File: config.mk
export PLATFORM = sky130hd
export DESIGN_NAME = mark_bitmap_block_sweeper
export DESIGN_NICKNAME = d
export VERILOG_FILES = /design/src/sv/mbbs_pkg.sv /design/src/sv/mbbs_ram.sv /design/src/sv/mbbs_seq.sv /design/src/sv/mark_bitmap_block_sweeper.sv
export VERILOG_INCLUDE_DIRS = /design/src /design/src/sv
export SDC_FILE = /design/constraint.sdc
export NUM_CORES = 1
export LEC_CHECK = 0
export BUFFER_PORTS_ARGS = -buffer_cell sky130_fd_sc_hd__buf_2
export CAP_MARGIN = 30
export CORE_ASPECT_RATIO = 0.75
export CORE_MARGIN = 2
export CORE_UTILIZATION = 50
export CTS_CLUSTER_DIAMETER = 80
export DETAILED_ROUTE_END_ITERATION = 8
export HOLD_SLACK_MARGIN = 0.02
export MAX_ROUTING_LAYER = met4
export PLACE_DENSITY = 0.67
export SLEW_MARGIN = 15
export SYNTH_ARGS = -nofsm -noshare
export SYNTH_HDL_FRONTEND = slang
export SYNTH_SLANG_ARGS = --single-unit
File: constraint.sdc
create_clock -name clk_i -period 7 [get_ports clk_i]
set_input_delay 0.35 -clock clk_i [delete_from_list [all_inputs] [get_ports clk_i]]
set_output_delay 0.35 -clock clk_i [all_outputs]
set_load 0.005 [all_outputs]
File: src/sv/mark_bitmap_block_sweeper_macros.svh
// Assertion macros used by the block sweeper top level.
`ifndef MARK_BITMAP_BLOCK_SWEEPER_MACROS_SVH
`define MARK_BITMAP_BLOCK_SWEEPER_MACROS_SVH

// Same-cycle implication, checked on every clock edge outside reset.
`define MBBS_ASSERT_IMP(lbl, ante, cons, msg) \
  lbl: assert property (@(posedge clk_i) disable iff (!rst_ni) (ante) |-> (cons)) \
    else $error(msg);

// Next-cycle implication, checked on every clock edge outside reset.
`define MBBS_ASSERT_NXT(lbl, ante, cons, msg) \
  lbl: assert property (@(posedge clk_i) disable iff (!rst_ni) (ante) |=> (cons)) \
    else $error(msg);

`endif

File: src/sv/mbbs_pkg.sv
// Types, codes and the microcode program of the block sweeper.
`default_nettype none
package mbbs_pkg;

  localparam int unsigned MAX_RESULTS    = 63;
  localparam int unsigned FREE_BYTES_MAX = 2047;
  localparam int unsigned FREE_BYTES_W   = 11;
  localparam int unsigned CFG_DATA_W     = 7;

  // Input commands.
  localparam logic [2:0] CMD_SET_MARK    = 3'd0;
  localparam logic [2:0] CMD_CLR_MARK    = 3'd1;
  localparam logic [2:0] CMD_SWEEP_FL    = 3'd2;
  localparam logic [2:0] CMD_SWEEP_ONLY  = 3'd3;
  localparam logic [2:0] CMD_CANON_BEGIN = 3'd4;
  localparam logic [2:0] CMD_CANON_FREE  = 3'd5;
  localparam logic [2:0] CMD_CANON_END   = 3'd6;
  localparam logic [2:0] CMD_ALLOCATED   = 3'd7;

  // Result kinds.
  localparam logic [1:0] KIND_ACK   = 2'd0;
  localparam logic [1:0] KIND_FREE  = 2'd1;
  localparam logic [1:0] KIND_DTOR  = 2'd2;
  localparam logic [1:0] KIND_EMPTY = 2'd3;

  // Block phases.
  localparam logic [1:0] PHASE_NEW        = 2'd0;
  localparam logic [1:0] PHASE_FREELISTED = 2'd1;
  localparam logic [1:0] PHASE_MARKED     = 2'd2;

  // Configuration register indexes.
  localparam logic CFG_ATOMS_PER_CELL = 1'b0;
  localparam logic CFG_NEED_DTOR      = 1'b1;

  // Sequencer step addresses.
  localparam logic [3:0] STEP_CLEAR    = 4'd0;
  localparam logic [3:0] STEP_IDLE     = 4'd1;
  localparam logic [3:0] STEP_CB_INIT  = 4'd2;
  localparam logic [3:0] STEP_CB_MARK  = 4'd3;
  localparam logic [3:0] STEP_EXEC     = 4'd4;
  localparam logic [3:0] STEP_SW_INIT  = 4'd5;
  localparam logic [3:0] STEP_SW_READ  = 4'd6;
  localparam logic [3:0] STEP_SW_EVAL  = 4'd7;
  localparam logic [3:0] STEP_SW_BYTES = 4'd8;
  localparam logic [3:0] STEP_SW_FIN   = 4'd9;
  localparam logic [3:0] STEP_EMPTY    = 4'd10;

  // Datapath operations selected by a control word.
  localparam logic [3:0] OP_NOP      = 4'd0;
  localparam logic [3:0] OP_CLEAR    = 4'd1;
  localparam logic [3:0] OP_WAIT_IN  = 4'd2;
  localparam logic [3:0] OP_CB_INIT  = 4'd3;
  localparam logic [3:0] OP_CB_MARK  = 4'd4;
  localparam logic [3:0] OP_EXEC     = 4'd5;
  localparam logic [3:0] OP_SW_INIT  = 4'd6;
  localparam logic [3:0] OP_SW_READ  = 4'd7;
  localparam logic [3:0] OP_SW_EVAL  = 4'd8;
  localparam logic [3:0] OP_SW_BYTES = 4'd9;
  localparam logic [3:0] OP_SW_FIN   = 4'd10;
  localparam logic [3:0] OP_EMPTY    = 4'd11;

  // Jump conditions.
  localparam logic [2:0] COND_NEVER       = 3'd0;
  localparam logic [2:0] COND_ALWAYS      = 3'd1;
  localparam logic [2:0] COND_CLEAR_MORE  = 3'd2;
  localparam logic [2:0] COND_DISPATCH    = 3'd3;
  localparam logic [2:0] COND_CANON_SKIP  = 3'd4;
  localparam logic [2:0] COND_FIT         = 3'd5;
  localparam logic [2:0] COND_NO_FIT      = 3'd6;
  localparam logic [2:0] COND_SWEEP_SKIP  = 3'd7;

  typedef struct packed {
    logic [2:0] cmd;
    logic [5:0] atom_index;
  } in_t;

  typedef struct packed {
    logic [1:0]              result_kind;
    logic [5:0]              cell_atom;
    logic                    run_destructor;
    logic [FREE_BYTES_W-1:0] free_bytes;
    logic                    last_of_run;
    logic [1:0]              block_phase;
  } out_t;

  // One control word of the program.
  typedef struct packed {
    logic [3:0] op;
    logic [2:0] cond;
    logic [3:0] target;
  } ucw_t;

  // Status the datapath hands to the sequencer.
  typedef struct packed {
    logic       clear_more;
    logic       canon_skip;
    logic       fit;
    logic       sweep_skip;
    logic [2:0] cmd;
    logic       hold;
  } seq_flags_t;

  // The program: a taken jump goes to target (a dispatch jump to the command's entry step), otherwise to the next step.
  function automatic ucw_t ucode_rom(input logic [3:0] step);
    ucw_t w;
    unique case (step)
      STEP_CLEAR:    w = '{op: OP_CLEAR,    cond: COND_CLEAR_MORE, target: STEP_CLEAR};
      STEP_IDLE:     w = '{op: OP_WAIT_IN,  cond: COND_DISPATCH,   target: STEP_IDLE};
      STEP_CB_INIT:  w = '{op: OP_CB_INIT,  cond: COND_CANON_SKIP, target: STEP_EXEC};
      STEP_CB_MARK:  w = '{op: OP_CB_MARK,  cond: COND_FIT,        target: STEP_CB_MARK};
      STEP_EXEC:     w = '{op: OP_EXEC,     cond: COND_ALWAYS,     target: STEP_IDLE};
      STEP_SW_INIT:  w = '{op: OP_SW_INIT,  cond: COND_SWEEP_SKIP, target: STEP_EMPTY};
      STEP_SW_READ:  w = '{op: OP_SW_READ,  cond: COND_NO_FIT,     target: STEP_SW_BYTES};
      STEP_SW_EVAL:  w = '{op: OP_SW_EVAL,  cond: COND_ALWAYS,     target: STEP_SW_READ};
      STEP_SW_BYTES: w = '{op: OP_SW_BYTES, cond: COND_NEVER,      target: STEP_IDLE};
      STEP_SW_FIN:   w = '{op: OP_SW_FIN,   cond: COND_ALWAYS,     target: STEP_IDLE};
      STEP_EMPTY:    w = '{op: OP_EMPTY,    cond: COND_ALWAYS,     target: STEP_IDLE};
      default:       w = '{op: OP_NOP,      cond: COND_ALWAYS,     target: STEP_IDLE};
    endcase
    return w;
  endfunction

  // Entry step of each command.
  function automatic logic [3:0] dispatch(input logic [2:0] cmd);
    logic [3:0] s;
    unique case (cmd) inside
      CMD_SWEEP_FL, CMD_SWEEP_ONLY: s = STEP_SW_INIT;
      CMD_CANON_BEGIN:              s = STEP_CB_INIT;
      default:                      s = STEP_EXEC;
    endcase
    return s;
  endfunction

endpackage
`default_nettype wire

File: src/sv/mbbs_ram.sv
// Generic single-write, single-read RAM with registered read data.
`default_nettype none
module mbbs_ram #(
  parameter int unsigned WIDTH = 1,
  parameter int unsigned DEPTH = 64
) (
  input  logic                     clk_i,
  input  logic                     we_i,
  input  logic [$clog2(DEPTH)-1:0] waddr_i,
  input  logic [WIDTH-1:0]         wdata_i,
  input  logic                     re_i,
  input  logic [$clog2(DEPTH)-1:0] raddr_i,
  output logic [WIDTH-1:0]         rdata_o
);

  logic [WIDTH-1:0] mem_q [DEPTH];
  logic [WIDTH-1:0] rdata_q;

  // Storage array and read register; read data holds when no read is issued.
  always_ff @(posedge clk_i) begin
    if (we_i) begin
      mem_q[waddr_i] <= wdata_i;
    end
    if (re_i) begin
      rdata_q <= mem_q[raddr_i];
    end
  end

  assign rdata_o = rdata_q;

endmodule
`default_nettype wire

File: src/sv/mbbs_seq.sv
// Microcode sequencer of the block sweeper: step counter, program table and jumps.
`default_nettype none
module mbbs_seq import mbbs_pkg::*; (
  input  logic       clk_i,
  input  logic       rst_ni,
  input  seq_flags_t flags_i,
  output ucw_t       ucw_o,
  output logic [3:0] step_o
);

  logic [3:0] step_q, step_d;
  ucw_t       ucw;
  logic       take;

  assign ucw = ucode_rom(step_q);

  // Jump condition select and next step.
  always_comb begin
    unique case (ucw.cond)
      COND_NEVER:      take = 1'b0;
      COND_ALWAYS:     take = 1'b1;
      COND_CLEAR_MORE: take = flags_i.clear_more;
      COND_DISPATCH:   take = 1'b1;
      COND_CANON_SKIP: take = flags_i.canon_skip;
      COND_FIT:        take = flags_i.fit;
      COND_NO_FIT:     take = !flags_i.fit;
      COND_SWEEP_SKIP: take = flags_i.sweep_skip;
      default:         take = 1'b0;
    endcase
    if (flags_i.hold) begin
      step_d = step_q;
    end else if (take) begin
      step_d = (ucw.cond == COND_DISPATCH) ? dispatch(flags_i.cmd) : ucw.target;
    end else begin
      step_d = step_q + 4'd1;
    end
  end

  // Step counter; reset starts the clearing pass.
  always_ff @(posedge clk_i or negedge rst_ni) begin
    if (!rst_ni) begin
      step_q <= STEP_CLEAR;
    end else begin
      step_q <= step_d;
    end
  end

  assign ucw_o  = ucw;
  assign step_o = step_q;

endmodule
`default_nettype wire

File: src/sv/mark_bitmap_block_sweeper.sv
// Top level of the mark-sweep block sweeper: datapath, bitmaps and handshakes.
// After reset a clearing pass zeroes every atom of both bitmaps; no beat is taken.
// Mark, allocated, canon free and canon end go to the execute step, which emits the result.
// Canon begin marks each cell in turn, walked by the cell pointer, then executes.
// In a sweep each cell is a bitmap RAM read, then a decision.
// One command at a time: the next beat is taken in the cycle after the last result is issued.
`default_nettype none
`include "mark_bitmap_block_sweeper_macros.svh"
module mark_bitmap_block_sweeper import mbbs_pkg::*; #(
  parameter int unsigned ATOMS_PER_BLOCK = 64,
  parameter int unsigned FIRST_ATOM      = 1,
  parameter int unsigned ATOM_BYTES      = 16
) (
  input  logic                  clk_i,
  input  logic                  rst_ni,
  input  logic                  in_valid_i,
  output logic                  in_ready_o,
  input  in_t                   in_data_i,
  output logic                  out_valid_o,
  input  logic                  out_ready_i,
  output out_t                  out_data_o,
  input  logic                  cfg_valid_i,
  output logic                  cfg_ready_o,
  input  logic                  cfg_index_i,
  input  logic [CFG_DATA_W-1:0] cfg_data_i
);

  localparam int unsigned AW     = $clog2(ATOMS_PER_BLOCK);
  localparam int unsigned XW     = $clog2(ATOMS_PER_BLOCK + 128);
  localparam int unsigned PW_RAW = XW + $clog2(ATOM_BYTES + 1);
  localparam int unsigned PW     = (PW_RAW > FREE_BYTES_W) ? PW_RAW : FREE_BYTES_W;

  // Configuration registers.
  logic [CFG_DATA_W-1:0] cfg_apc_q;
  logic                  cfg_dtor_q;

  // Sequencer interface.
  ucw_t       ucw;
  logic [3:0] step;
  seq_flags_t flags;
  logic       hold;

  // Datapath registers.
  logic [XW-1:0]           cur_q, cur_d;
  logic [1:0]              phase_q, phase_d;
  logic                    canon_q, canon_d;
  logic                    was_new_q, was_new_d;
  logic                    to_fl_q, to_fl_d;
  logic [XW-1:0]           free_atoms_q, free_atoms_d;
  logic [5:0]              n_q, n_d;
  logic                    pend_v_q, pend_v_d;
  logic [5:0]              pend_atom_q, pend_atom_d;
  logic                    pend_run_q, pend_run_d;
  logic [FREE_BYTES_W-1:0] bytes_q, bytes_d;
  logic [2:0]              cmd_q, cmd_d;
  logic [5:0]              atom_q, atom_d;
  out_t                    out_q, out_d;
  logic                    out_valid_q;
  logic                    emit;

  // Bitmap RAM ports.
  logic          mark_we, mark_wdata, zap_we, zap_wdata;
  logic [AW-1:0] mark_waddr, zap_waddr;
  logic          mem_re;
  logic          mark_rd, zap_rd;

  // Derived values.
  logic [XW-1:0] apc_x;
  logic [XW-1:0] atom_x;
  logic          atom_ok;
  logic [AW-1:0] atom_addr;
  logic          fit;
  logic          out_free;
  logic          dead, run, report, push;
  logic [PW-1:0] prod;

  assign apc_x     = (cfg_apc_q == '0) ? XW'(1) : XW'(cfg_apc_q);
  assign atom_x    = XW'(atom_q);
  assign atom_ok   = atom_x < XW'(ATOMS_PER_BLOCK);
  assign atom_addr = atom_x[AW-1:0];
  assign fit       = (cur_q < XW'(ATOMS_PER_BLOCK)) && ((cur_q + apc_x) <= XW'(ATOMS_PER_BLOCK));
  assign out_free  = !out_valid_q || out_ready_i;
  assign dead      = was_new_q || !mark_rd;
  assign run       = dead && cfg_dtor_q && !was_new_q && !zap_rd;
  assign report    = dead && (n_q != 6'(MAX_RESULTS));
  assign push      = report && pend_v_q;
  assign prod      = PW'(free_atoms_q) * PW'(ATOM_BYTES);

  // Stall: a step waits for an input beat or for room in the output register.
  always_comb begin
    unique case (ucw.op)
      OP_WAIT_IN:                    hold = !in_valid_i;
      OP_EXEC, OP_SW_FIN, OP_EMPTY:  hold = !out_free;
      OP_SW_EVAL:                    hold = push && !out_free;
      default:                       hold = 1'b0;
    endcase
  end

  // Status for the jump conditions.
  always_comb begin
    flags.clear_more = cur_q != XW'(ATOMS_PER_BLOCK - 1);
    flags.canon_skip = phase_q == PHASE_MARKED;
    flags.fit        = fit;
    flags.sweep_skip = ((cmd_q == CMD_SWEEP_ONLY) && !cfg_dtor_q) ||
                       (phase_q == PHASE_FREELISTED);
    flags.cmd        = in_data_i.cmd;
    flags.hold       = hold;
  end

  mbbs_seq u_seq (
    .clk_i   (clk_i),
    .rst_ni  (rst_ni),
    .flags_i (flags),
    .ucw_o   (ucw),
    .step_o  (step)
  );

  // Datapath actions of the current control word.
  always_comb begin
    cur_d        = cur_q;
    phase_d      = phase_q;
    canon_d      = canon_q;
    was_new_d    = was_new_q;
    to_fl_d      = to_fl_q;
    free_atoms_d = free_atoms_q;
    n_d          = n_q;
    pend_v_d     = pend_v_q;
    pend_atom_d  = pend_atom_q;
    pend_run_d   = pend_run_q;
    bytes_d      = bytes_q;
    cmd_d        = cmd_q;
    atom_d       = atom_q;
    mark_we      = 1'b0;
    mark_wdata   = 1'b0;
    mark_waddr   = atom_addr;
    zap_we       = 1'b0;
    zap_wdata    = 1'b0;
    zap_waddr    = atom_addr;
    mem_re       = 1'b0;
    emit         = 1'b0;
    out_d        = '{result_kind: KIND_ACK, cell_atom: '0, run_destructor: 1'b0,
                     free_bytes: '0, last_of_run: 1'b1, block_phase: phase_q};
    if (!hold) begin
      unique case (ucw.op)
        OP_CLEAR: begin
          mark_we    = 1'b1;
          zap_we     = 1'b1;
          mark_waddr = cur_q[AW-1:0];
          zap_waddr  = cur_q[AW-1:0];
          cur_d      = cur_q + XW'(1);
        end
        OP_WAIT_IN: begin
          cmd_d  = in_data_i.cmd;
          atom_d = in_data_i.atom_index;
        end
        OP_CB_INIT: begin
          if (phase_q != PHASE_MARKED) begin
            cur_d   = XW'(FIRST_ATOM);
            canon_d = 1'b1;
          end
        end
        OP_CB_MARK: begin
          if (fit) begin
            mark_we    = 1'b1;
            mark_wdata = 1'b1;
            mark_waddr = cur_q[AW-1:0];
            cur_d      = cur_q + apc_x;
          end
        end
        OP_EXEC: begin
          unique case (cmd_q)
            CMD_SET_MARK: begin
              mark_we    = atom_ok;
              mark_wdata = 1'b1;
            end
            CMD_CLR_MARK: begin
              mark_we = atom_ok;
            end
            CMD_CANON_FREE: begin
              mark_we   = canon_q && atom_ok;
              zap_we    = canon_q && atom_ok;
              zap_wdata = 1'b1;
            end
            CMD_CANON_END: begin
              if (canon_q) begin
                phase_d = PHASE_MARKED;
                canon_d = 1'b0;
              end
            end
            CMD_ALLOCATED: begin
              zap_we = atom_ok;
            end
            default: begin
            end
          endcase
          emit              = 1'b1;
          out_d.block_phase = phase_d;
        end
        OP_SW_INIT: begin
          was_new_d    = phase_q == PHASE_NEW;
          to_fl_d      = (cmd_q == CMD_SWEEP_FL) || (phase_q == PHASE_NEW);
          cur_d        = XW'(FIRST_ATOM);
          free_atoms_d = '0;
          n_d          = '0;
          pend_v_d     = 1'b0;
        end
        OP_SW_READ: begin
          mem_re = fit;
        end
        OP_SW_EVAL: begin
          zap_we    = run;
          zap_wdata = 1'b1;
          zap_waddr = cur_q[AW-1:0];
          if (dead && to_fl_q) begin
            free_atoms_d = free_atoms_q + apc_x;
          end
          if (push) begin
            emit  = 1'b1;
            out_d = '{result_kind: to_fl_q ? KIND_FREE : KIND_DTOR,
                      cell_atom: pend_atom_q, run_destructor: pend_run_q,
                      free_bytes: '0, last_of_run: 1'b0, block_phase: phase_q};
          end
          if (report) begin
            pend_v_d    = 1'b1;
            pend_atom_d = cur_q[5:0];
            pend_run_d  = run;
            n_d         = n_q + 6'd1;
          end
          cur_d = cur_q + apc_x;
        end
        OP_SW_BYTES: begin
          bytes_d = (prod > PW'(FREE_BYTES_MAX)) ? FREE_BYTES_W'(FREE_BYTES_MAX)
                                                 : prod[FREE_BYTES_W-1:0];
        end
        OP_SW_FIN: begin
          phase_d = to_fl_q ? PHASE_FREELISTED : PHASE_MARKED;
          emit    = 1'b1;
          if (pend_v_q) begin
            out_d = '{result_kind: to_fl_q ? KIND_FREE : KIND_DTOR,
                      cell_atom: pend_atom_q, run_destructor: pend_run_q,
                      free_bytes: bytes_q, last_of_run: 1'b1, block_phase: phase_q};
          end else begin
            out_d.result_kind = KIND_EMPTY;
            out_d.block_phase = phase_d;
          end
        end
        OP_EMPTY: begin
          emit              = 1'b1;
          out_d.result_kind = KIND_EMPTY;
        end
        default: begin
        end
      endcase
    end
  end

  // Mark and zapped bitmaps, one bit per atom.
  mbbs_ram #(
    .WIDTH (1),
    .DEPTH (ATOMS_PER_BLOCK)
  ) u_mark_ram (
    .clk_i   (clk_i),
    .we_i    (mark_we),
    .waddr_i (mark_waddr),
    .wdata_i (mark_wdata),
    .re_i    (mem_re),
    .raddr_i (cur_q[AW-1:0]),
    .rdata_o (mark_rd)
  );

  mbbs_ram #(
    .WIDTH (1),
    .DEPTH (ATOMS_PER_BLOCK)
  ) u_zap_ram (
    .clk_i   (clk_i),
    .we_i    (zap_we),
    .waddr_i (zap_waddr),
    .wdata_i (zap_wdata),
    .re_i    (mem_re),
    .raddr_i (cur_q[AW-1:0]),
    .rdata_o (zap_rd)
  );

  // Control registers and configuration.
  always_ff @(posedge clk_i or negedge rst_ni) begin
    if (!rst_ni) begin
      cfg_apc_q   <= CFG_DATA_W'(1);
      cfg_dtor_q  <= 1'b0;
      cur_q       <= '0;
      phase_q     <= PHASE_NEW;
      canon_q     <= 1'b0;
      n_q         <= '0;
      pend_v_q    <= 1'b0;
      out_valid_q <= 1'b0;
    end else begin
      if (cfg_valid_i) begin
        unique case (cfg_index_i)
          CFG_ATOMS_PER_CELL: cfg_apc_q  <= cfg_data_i;
          CFG_NEED_DTOR:      cfg_dtor_q <= cfg_data_i[0];
          default: begin
          end
        endcase
      end
      cur_q    <= cur_d;
      phase_q  <= phase_d;
      canon_q  <= canon_d;
      n_q      <= n_d;
      pend_v_q <= pend_v_d;
      if (emit) begin
        out_valid_q <= 1'b1;
      end else if (out_ready_i) begin
        out_valid_q <= 1'b0;
      end
    end
  end

  // Payload registers.
  always_ff @(posedge clk_i) begin
    was_new_q    <= was_new_d;
    to_fl_q      <= to_fl_d;
    free_atoms_q <= free_atoms_d;
    pend_atom_q  <= pend_atom_d;
    pend_run_q   <= pend_run_d;
    bytes_q      <= bytes_d;
    cmd_q        <= cmd_d;
    atom_q       <= atom_d;
    if (emit) begin
      out_q <= out_d;
    end
  end

  assign in_ready_o  = ucw.op == OP_WAIT_IN;
  assign out_valid_o = out_valid_q;
  assign out_data_o  = out_q;
  assign cfg_ready_o = 1'b1;

  // The clearing pass never produces a result beat.
  `MBBS_ASSERT_IMP(a_clear_silent, step == STEP_CLEAR, !out_valid_q,
                   "result beat during clearing pass")
  // A pending cell is always counted among the reported cells.
  `MBBS_ASSERT_IMP(a_pend_counted, pend_v_q, n_q != '0,
                   "pending cell without a result count")
  // Bitmap reads stay inside the block.
  `MBBS_ASSERT_IMP(a_read_in_block, mem_re, cur_q < XW'(ATOMS_PER_BLOCK),
                   "sweep read past the last atom")
  // Finishing a sweep delivers a beat and returns to idle.
  `MBBS_ASSERT_NXT(a_fin_to_idle, (step == STEP_SW_FIN) && !hold,
                   (step == STEP_IDLE) && out_valid_q,
                   "sweep finish did not deliver its last beat")

endmodule
`default_nettype wire
==> impl_metrics.toml, run 1 <==
[synthesis]
yosys_warnings = 0
synth_top_flop_cell = "edfxtp_1"
synth_largest_area_cell = "edfxtp_1"
synth_area_sq_um = 11000
synth_cell_types = 80
syn_area_per_cell_sq_um = 12.2
synth_edf_count = 184
synthArstFlopShare = 0.144
seq_area_frac_synth = 0.571
ys_ff_latch = 215
synth_area_leaders = "edfxtp_1, mux4_2, dfrtp_1"
syn_nets = 944
yosysTopAreaCellShare = 0.500
synth_cells = 903

[layout]
antenna_cells = 0
final_cells = 1250
drive_gt1_frac = 0.186
fin_nets = 983
fin_util = 0.564
multi_input_area_sq_um = 4450
regArea_sq_um = 6300
syn_to_final_growth_pct = 11.8
fill_cells = 1826

[power_and_ir_drop]
clockPowerShare = 0.208
power.internal_uw = 3400
p_per_area_nw_per_um2 = 458
swShare = 0.399
pwr-share-seq = 0.341
combPwrFrac = 0.451
p_sw_uw = 2260
power.leakage_uw = 0.00433
ir_drop_v = 0.000251

[route]
drt_iter0_drc = 832
vias = 7399
vias_per_cell = 5.92
drc = 0
routed_wl_microns = 24600
first_pass_iters = 5
drtAntennaViolNets = 0
wire_per_inst_microns = 19.7

[place]
dp.cells = 1206
gp_congestion = 0.874
dp_hpwl_microns = 16300
port_buffers = 46

[hold_path]
min_to = "cmd_q[1]$_DFFE_PP_"
hp-start = "in_data_i[7]"
worst_hold_path.num_cells = 1
hold_class = "in -> reg"

[global_route]
grt_use_total = 0.224
grt_max_degree = 65
grt_overflow_total = 0
antenna_found_initial = 0
first_global_vias = 7146
grt_pass1_wl_microns = 39800

[run]
maxCapViolCount = 0

[sta]
max_freq_ghz = 0.224
slew_viol_final = 0
min_period_over_period = 0.639
tightestPinTransition_ns = 0.963
slew_headroom = 0.356
grt_setup_unrepaired = "no"
finalSetupViolCount = 0
min_period_ns = 4.47
final_hold_viol_count = 0
setup_tns_ns = 0
fin_skew_ns = 0.0120

[floorplan]
rows = 47
die_w_microns = 176
die_area_sq_um = 23300
ios = 48
core_sq_um = 21900
initial_core_util = 0.505
dieHeight_microns = 133

[status]
status = "finished clean"

[critical_path]
cp.required_ns = 7.21
critical_path.max_fanout = 16
critical_path_class = "reg -> reg"
r2r_end = "u_zap_ram.mem_q[16]$_DFFE_PP_"
start_kind = "flip-flop"
arrival_ns = 4.68
ff2ff_path_depth = 10
worst_setup_path_end_kind = "flip-flop"
rrSetupSlack_ns = 2.53
regToRegStartpoint = "u_seq.step_o[0]$_DFFE_PN0P_"

[cts]
numCtsBuffers = 22
clockBufferDepth = 3
cts_root_buffer = "clkbuf_16"
cts_sinks = 215
clock_latency_ns = 0.51
cts_setup_buffers = 0
cts_tree = "done"
htreeDepth = 1
clkTransAtPathRegs_ns = 0.06
==> worst max-delay path by stage <==
stage                                         end                         from  slack [ns]
global route        u_zap_ram.mem_q[16]$_DFFE_PP_  u_seq.step_o[0]$_DFFE_PN0P_        2.16
CTS                 u_zap_ram.mem_q[16]$_DFFE_PP_  u_seq.step_o[0]$_DFFE_PN0P_        2.62
detailed placement  u_zap_ram.mem_q[40]$_DFFE_PP_  u_seq.step_o[0]$_DFFE_PN0P_        2.64
global placement    u_zap_ram.mem_q[40]$_DFFE_PP_  u_seq.step_o[0]$_DFFE_PN0P_        2.47
floorplan           u_mark_ram.mem_q[0]$_DFFE_PP_     cfg_apc_q[2]$_DFFE_PN0P_        2.18
finish              u_zap_ram.mem_q[16]$_DFFE_PP_  u_seq.step_o[0]$_DFFE_PN0P_        2.53
==> cells in the final DEF (no fill, tap or decap), types with 4 or more instances in the layout <==
cell type / Yosys / layout
and2_1: 20 / 20
mux2_2: 15 / 15
nand2_1: 58 / 58
ha_1: 17 / 17
and3_1: 6 / 6
maj3_1: 5 / 5
buf_2: 16 / 46
o21ai_0: 29 / 29
clkbuf_16: 0 / 23
dlygate4sd3_1: 0 / 6
nor3b_1: 4 / 4
or3_1: 5 / 5
o21ai_1: 8 / 8
nor2_1: 157 / 155
mux4_2: 42 / 42
edfxtp_1: 184 / 184
mux2i_1: 18 / 18
dfrtp_1: 30 / 28
nand3_1: 29 / 29
nor2b_1: 6 / 6
clkinv_1: 0 / 6
a21o_1: 6 / 6
xor2_1: 5 / 5
nor3_1: 44 / 44
a31oi_1: 7 / 7
o21a_1: 5 / 5
xnor2_1: 9 / 9
a22oi_1: 8 / 8
a22o_1: 5 / 5
nand2b_1: 11 / 11
buf_4: 6 / 7
o31ai_1: 4 / 4
inv_1: 23 / 23
or2_2: 8 / 8
a21oi_1: 22 / 21
==> cell usage after synthesis, drive strengths merged (3+ instances only) <==
cell	number
ha	17
nand2	58
a22oi	8
mux2	16
o41ai	3
o21a	5
and2	21
inv	23
nor4	3
edfxtp	184
dfrtp	30
o211ai	4
mux4	42
a311oi	3
o31ai	5
nor3b	4
clkbuf	23
or2	9
xor2	6
a22o	5
a21oi	24
a21o	6
nand3	29
xnor2	9
mux2i	18
maj3	6
nor2	157
or3	5
a31oi	9
and3	6
buf	25
nor3	45
nor2b	6
o21ai	38
nand2b	11
==> metrics by stage <==
stage | worst slack (ns) | total power (uW) | hold slack [ns] | area [sq um]
3_5_place_dp | 2.64 | 4470 | 0.469 | 11600
2_1_floorplan | 2.18 | 3780 | 0.0544 | 11000
4_1_cts | 2.62 | 5670 | 0.0263 | 12300
3_3_place_gp | 2.47 | 4420 | 0.467 | 11500
5_1_grt | 2.16 | 6000 | 0.0406 | 12300
6_report | 2.53 | 5660 | 0.0457 | 12300
==> state kept, by name, summed over array words and instances (netlist names), 3 cells and up <==
signal and cells:
u_zap_ram.mem_q 64, cfg_apc_q 7, n_q 6, bytes_q 8
cmd_q 3, atom_addr 6, cur_q 8, free_atoms_q 8
pend_atom_q 6, out_data_o 20, u_mark_ram.mem_q 64, u_seq.step_o 4
==> repair_timing <==
item                                    CTS  global route
resized for setup                         0             0
endpoints found under the setup margin    0             0
hold buffers                              6             0
hold endpoints to repair                 35             0
==> power groups by stage <==
stage / sequential [uW] / clock, uW / combinational [uW]
after detailed placement: 1950 / 0 / 2520
after floorplan: 1850 / 0 / 1930
after CTS: 1930 / 1200 / 2540
final: 1930 / 1180 / 2550
after global placement: 1970 / 0 / 2440
after global routing: 1960 / 1260 / 2780
==> worst max-delay path, stage by stage (launching register included) <==
cell      delay (ns)
dfrtp_1         0.66
inv_1           0.20
ha_1            0.50
o21ai_1         0.57
nand2_1         0.60
nand2_1         0.22
o211ai_2        0.21
buf_6           0.23
mux2i_1         0.39
nand3_1         0.36
nor2_1          0.21
==> cell type report <==
cell class | count | share of cell area
Clock buffer | 25 | 0.0472
Clock inverter | 13 | 0.0109
Inverter | 23 | 0.00699
Multi-Input combinational cell | 617 | 0.361
Sequential cell | 215 | 0.511
Tap cell | 294 | 0.0298
Timing Repair Buffer | 63 | 0.0337
==> logic make-up after synthesis <==
kind of cell               Yosys count  synth area share
muxes                               76             0.119
DFF                                215             0.571
AOI/OAI and AO/OA                  136            0.0889
and+or+nand+nor                    364             0.152
xor gates and xnor gates            15            0.0126
adders and majority gates           25            0.0284
other                                1          0.000340
buffers and inverters               71            0.0280
==> per-layer routing <==
metal | routed length [microns] | track usage | up-vias
met1 | 11800 | 0.347 | 3626
met2 | 10500 | 0.305 | 274
met3 | 1660 | 0.0356 | 45
li1 | - | - | 3454
met4 | 649 | 0.0629 | 0
met5 | 0 | - | -
(Power assumes the default switching activity.)
==> run 2: changes to the inputs <==
--- a/config.mk
+++ b/config.mk
@@ -6,6 +6,7 @@
 export SDC_FILE = /design/constraint.sdc
 export NUM_CORES = 1
 export LEC_CHECK = 0
+export ABC_AREA = 1
 export BUFFER_PORTS_ARGS = -buffer_cell sky130_fd_sc_hd__buf_2
 export CAP_MARGIN = 30
 export CORE_ASPECT_RATIO = 0.75
@@ -15,7 +16,7 @@
 export DETAILED_ROUTE_END_ITERATION = 8
 export HOLD_SLACK_MARGIN = 0.02
 export MAX_ROUTING_LAYER = met4
-export PLACE_DENSITY = 0.67
+export PLACE_DENSITY = 0.69
 export SLEW_MARGIN = 15
 export SYNTH_ARGS = -nofsm -noshare
 export SYNTH_HDL_FRONTEND = slang
==> constraint.sdc (replaced) <==
create_clock -name clk_i -period 3.8 [get_ports clk_i]
set_input_delay 0.19 -clock clk_i [delete_from_list [all_inputs] [get_ports clk_i]]
set_output_delay 0.19 -clock clk_i [all_outputs]
set_load 0.005 [all_outputs]
==> impl_metrics.toml, run 2 <==
[synthesis]
syn_area_per_cell_sq_um = 9.72
synth_cell_types = 55
synthArstFlopShare = 0.144
synth_largest_area_cell = "edfxtp_1"
yosys_warnings = 0
yosysTopAreaCellShare = 0.500
synth_edf_count = 184
synth_area_sq_um = 11000
yosysMostFrequentCell = "nor2_1"
seq_area_frac_synth = 0.571
synth_cells = 1136
ys_ff_latch = 215
syn_nets = 1177
netlist_top_cells_count = "nor2_1, edfxtp_1, nand2_1"
synth_top_flop_cell = "edfxtp_1"
synth_area_leaders = "edfxtp_1, nor2_1, dfrtp_1"

[route]
vias_per_cell = 5.53
wire_per_inst_microns = 17.1
vias = 8398
drt_iter0_drc = 813
drc = 0
drtAntennaViolNets = 0
first_pass_iters = 5
routed_wl_microns = 26000

[sta]
tightestPinTransition_ns = 0.874
fin_skew_ns = 0.00728
slew_headroom = 0.418
fin_hold_ws_ns = 0.229
min_period_over_period = 0.941
min_period_ns = 3.58
finalSetupViolCount = 0
setup_ws_ns = 0.224
setup_tns_ns = 0
max_freq_ghz = 0.280
final_hold_viol_count = 0
slew_viol_final = 0

[global_route]
grt_use_total = 0.230
grt_busiest_layer = "met1"
antenna_found_initial = 0
first_global_vias = 7684
use_met3 = 0.0333
met2_usage = 0.330
grt_overflow_total = 0
grtUsageMet1 = 0.352
grt_pass1_wl_microns = 41200
grt_max_degree = 72

[critical_path]
start_kind = "flip-flop"
critical_path.max_fanout = 8
slowest_delay_ns = 0.44
critical_path_class = "reg -> reg"
crit_top_cell = "nand2_1"
worstPathCellList = "nor4_4, a31o_2, ha_2, fa_1, or2_2, nor2_1, nand2_1, nor2_1, nand2_1, nand2_2, nand2_2, nand2_4, nand2_1, nand2_1, nand2_2, nor2_4, nand2_4, nor2_2"
worst_setup_path_end_kind = "flip-flop"
cp.required_ns = 4.02
arrival_ns = 3.79
crit_slowest_cell = "dfrtp_2"

[place]
gp_congestion = 0.929
pre_cts_ws_ns = 0.0867
dp_hpwl_microns = 16900
port_buffers = 46
place_area_sq_um = 11600

[cts]
clkTransAtPathRegs_ns = 0.06
cts_tree = "done"
clockBufferDepth = 3
cts_root_buffer = "clkbuf_16"
clock_latency_ns = 0.51
cts_sinks = 215
htreeDepth = 1
numCtsBuffers = 22

[layout]
syn_to_final_growth_pct = 16.2
final_common_cell = "nor2_1"
antenna_cells = 0
fin_util = 0.587
fill_cells = 1883
fin_nets = 1251
final_cell_area_sq_um = 12800
final_cell_mix = "nor2_1, edfxtp_1, nand2_1"
drive_gt1_frac = 0.189

[floorplan]
die_w_microns = 176
core_sq_um = 21900
rows = 47
die_area_sq_um = 23300
initial_core_util = 0.505
dieHeight_microns = 133
ios = 48

[power_and_ir_drop]
power.leakage_uw = 0.00479
ir_drop_v = 0.000464
p_per_area_nw_per_um2 = 820

[hold_path]
hold_class = "in -> reg"

[status]
status = "finished clean"

[run]
maxCapViolCount = 0
-- run 2: changes by cell type after synthesis, moves of 20 or more --
cell,previous run,this run
nand2_1,58,163
o21ai_0,29,85
nand3_1,29,50
mux4_2,42,0
nor2_1,157,266
nand2_2,0,20
and2_1,20,0
inv_1,23,70
nor3_1,44,9
-- run 2: logic make-up (layout without fill, tap and decap cells) --
logic type / Yosys count / in the layout / share of synthesized area
AND/OR/NAND/NOR: 569 / 569 / 0.235
flip-flops: 215 / 215 / 0.571
AO/OA/AOI/OAI: 182 / 182 / 0.103
buffers and inverters: 127 / 217 / 0.0471
adder cells (fa/ha/maj): 19 / 19 / 0.0229
multiplexers: 15 / 15 / 0.0139
XOR/XNOR: 8 / 8 / 0.00635
other: 1 / 1 / 0.000340
-- run 2: final cells by class --
class	count	area [sq um]	area share
flip-flops and latches	215	6310	0.491
repair buffers	87	613	0.0478
clock inverters	15	126	0.00985
multi-input cells	794	4490	0.350
well taps	294	368	0.0287
inverters	90	348	0.0271
clock buffers	25	583	0.0454
-- run 2: power by group --
part / switching [uW] / internal [uW] / leakage (uW) / total (uW)
Sequential: 221 / 3060 / 0.00209 / 3280
Combinational: 3670 / 1440 / 0.00235 / 5110
Clock: 901 / 1240 / 0.000354 / 2140
-- run 2: critical path: cells and delay by family, from the launching register on --
family	cells	cell delay [ns]
and+or+nand+nor	15	2.02
adders and majority gates	2	0.61
AOI/OAI and AO/OA	1	0.20
DFF	1	0.44
-- run 2: what timing repair did --
action | in CTS | in global routing
endpoints found under the setup margin | 0 | 64
gates resized for setup | 0 | 65
hold buffers | 20 | 0
setup buffers | 0 | 3
hold endpoints to repair | 48 | 0
-- run 2: final timing paths --
path	start	to	slack (ns)	depth (start not counted)
max	cfg_apc_q[4]$_DFFE_PN0P_	u_mark_ram.mem_q[28]$_DFFE_PP_	0.22	18
min	cfg_index_i	cfg_apc_q[0]$_DFFE_PN1P_	0.23	4
max reg2reg	cfg_apc_q[4]$_DFFE_PN0P_	u_mark_ram.mem_q[28]$_DFFE_PP_	0.22	18
min reg2reg	cfg_apc_q[0]$_DFFE_PN1P_	cfg_apc_q[0]$_DFFE_PN1P_	0.51	2
max in group asynchronous	rst_ni	cur_q[0]$_DFFE_PN0P_	2.98	2
min in group asynchronous	rst_ni	n_q[5]$_DFFE_PN0P_	0.30	2
-- run 2: per-layer routing --
layer  vias to the layer above  wire length [microns]
met2                       288                  11100
met1                      4005                  12600
met3                        27                   1890
met4                         0                    400
met5                         -                      0
li1                       4078                      -
-- run 2: metrics by stage --
step	power, uW	instances
after detailed placement	7910	1457
after CTS	10100	1517
after global placement	7850	1457
final	10500	1520
after global routing	11200	1520
after floorplan	6670	1136
==> run 3: changes to the inputs <==
--- a/config.mk
+++ b/config.mk
@@ -16,7 +16,7 @@
 export DETAILED_ROUTE_END_ITERATION = 8
 export HOLD_SLACK_MARGIN = 0.02
 export MAX_ROUTING_LAYER = met4
-export PLACE_DENSITY = 0.69
+export PLACE_DENSITY = 0.73
 export SLEW_MARGIN = 15
 export SYNTH_ARGS = -nofsm -noshare
 export SYNTH_HDL_FRONTEND = slang
==> constraint.sdc (replaced) <==
create_clock -name clk_i -period 3.8 [get_ports clk_i]
set_input_delay 0.38 -clock clk_i [delete_from_list [all_inputs] [get_ports clk_i]]
set_output_delay 0.38 -clock clk_i [all_outputs]
set_load 0.005 [all_outputs]
==> impl_metrics.toml, run 3 (synthesized netlist as in run 2, its figures left out) <==
[layout]
syn_to_final_growth_pct = 13.5
antenna_cells = 0
drive_gt1_frac = 0.180
final_cell_mix = "nor2_1, edfxtp_1, nand2_1"
final_common_cell = "nor2_1"
fill_cells = 1844
fin_nets = 1230

[route]
vias_per_cell = 5.63
first_pass_iters = 5
routed_wl_microns = 25800
drc = 0
vias = 8432
drtAntennaViolNets = 0
drt_iter0_drc = 821
wire_per_inst_microns = 17.2

[cts]
clkTransAtPathRegs_ns = 0.07
htreeDepth = 1
cts_root_buffer = "clkbuf_16"
cts_sinks = 215
clockBufferDepth = 3
cts_tree = "done"
clock_latency_ns = 0.51
numCtsBuffers = 22

[run]
maxCapViolCount = 0

[sta]
slew_viol_final = 0
final_hold_viol_count = 0
fin_skew_ns = 0.0172
grt_setup_unrepaired = "yes"
setup_tns_ns = 0
setup_ws_ns = 0.125
tightestPinTransition_ns = 0.916
min_period_over_period = 0.967
min_period_ns = 3.67
max_freq_ghz = 0.272
finalSetupViolCount = 0
slew_headroom = 0.387

[power_and_ir_drop]
total_power_uw = 10400
p_sw_uw = 4770
power.leakage_uw = 0.00467
power.internal_uw = 5650
combPwrFrac = 0.486
ir_drop_v = 0.000494
swShare = 0.458
pwr-share-seq = 0.316
clockPowerShare = 0.198
p_per_area_nw_per_um2 = 831

[critical_path]
arrival_ns = 3.88
worst-path-buf-inv = 1
start_kind = "flip-flop"
worstPathCellList = "nor4_2, a31o_2, ha_1, fa_1, or2_2, nor2_1, nand2_1, nor2_1, nand2_1, nand2_2, nand2_2, nand2_4, nand3_1, nand2_2, nand2_1, inv_1, nand2_2, nor2_1"
crit_cells = 18
ff2ff_path_depth = 18
crit_slowest_cell = "fa_1"
cp_top_family = "simple AND/OR/NAND/NOR gates"
crit_top_cell = "nand2_2"
cp.required_ns = 4.01
worst_setup_path_end_kind = "flip-flop"
critical_path_class = "reg -> reg"
slowest_delay_ns = 0.44
critical_path.max_fanout = 8

[global_route]
grt_max_degree = 72
grt_use_total = 0.224
grt_pass1_wl_microns = 40300
grt_overflow_total = 0
first_global_vias = 7453
antenna_found_initial = 0

[hold_path]
worst_hold_path.num_cells = 1
hold_class = "in -> reg"

[place]
gp_congestion = 0.958
pre_cts_ws_ns = 0.0930
port_buffers = 46
dp_hpwl_microns = 17100

[floorplan]
core_sq_um = 21900
die_area_sq_um = 23300
ios = 48
die_w_microns = 176
dieHeight_microns = 133
initial_core_util = 0.505
rows = 47

[status]
status = "finished clean"
[run 3: path summary, 6_finish.rpt]
kind	startpoint	slack, ns	to
max	cfg_apc_q[3]$_DFFE_PN0P_	0.13	u_mark_ram.mem_q[51]$_DFFE_PP_
min	in_data_i[4]	0.04	atom_addr[4]$_DFFE_PP_
max reg2reg	cfg_apc_q[3]$_DFFE_PN0P_	0.13	u_mark_ram.mem_q[51]$_DFFE_PP_
min reg2reg	cfg_apc_q[0]$_DFFE_PN1P_	0.52	cfg_apc_q[0]$_DFFE_PN1P_
max in group asynchronous	rst_ni	2.77	cur_q[0]$_DFFE_PN0P_
min in group asynchronous	rst_ni	0.47	u_seq.step_o[1]$_DFFE_PN0N_
[run 3: cell type report]
class | instances | area (sq um) | share of cell area
Clock buffer | 28 | 594 | 0.0474
Clock inverter | 12 | 83.8 | 0.00669
Inverter | 90 | 347 | 0.0276
Multi-Input combinational cell | 794 | 4440 | 0.354
Sequential cell | 215 | 6310 | 0.503
Tap cell | 294 | 368 | 0.0293
Timing Repair Buffer | 66 | 395 | 0.0315
[run 3: power by group through the flow]
stage          Combinational (uW)  Sequential [uW]  Clock (uW)
2_1_floorplan                3410             3260           0
5_1_grt                      5580             3330        2160
6_report                     5070             3300        2060
3_3_place_gp                 4510             3330           0
3_5_place_dp                 4580             3340           0
4_1_cts                      4610             3290        2080
[run 3: worst register-to-register path: stages (launching register included)]
cell     delay, ns
dfrtp_1       0.42
nor4_2        0.28
a31o_2        0.20
ha_1          0.17
fa_1          0.44
or2_2         0.31
nor2_1        0.11
nand2_1       0.07
nor2_1        0.10
nand2_1       0.09
nand2_2       0.11
nand2_2       0.11
nand2_4       0.14
nand3_1       0.11
nand2_2       0.18
nand2_1       0.08
inv_1         0.17
nand2_2       0.16
nor2_1        0.16
[run 3: per-layer routing]
layer  up-vias  global-route usage  part of all wire
li1       4034                   -                 -
met1      4034               0.348              0.47
met2       331               0.314              0.44
met3        33              0.0374             0.079
met4         0              0.0381             0.015
met5         -                   -                 0
[run 3: timing repair]
item	CTS	global route
endpoints found under the hold margin	30	0
setup buffers	0	0
endpoints found under the setup margin	0	64
resized for setup	0	50
hold buffers	1	0
[run 3: per-stage QoR]
stage / instance area, sq um / util / instances / hold WS [ns]
after floorplan: 11000 / - / 1136 / 0.0844
after global placement: 11600 / 0.532 / 1458 / 0.479
after detailed placement: 11600 / 0.532 / 1458 / 0.501
after CTS: 12300 / 0.564 / 1499 / 0.0320
after global routing: 12500 / 0.573 / 1499 / 0.0370
final: 12500 / 0.573 / 1499 / 0.0402
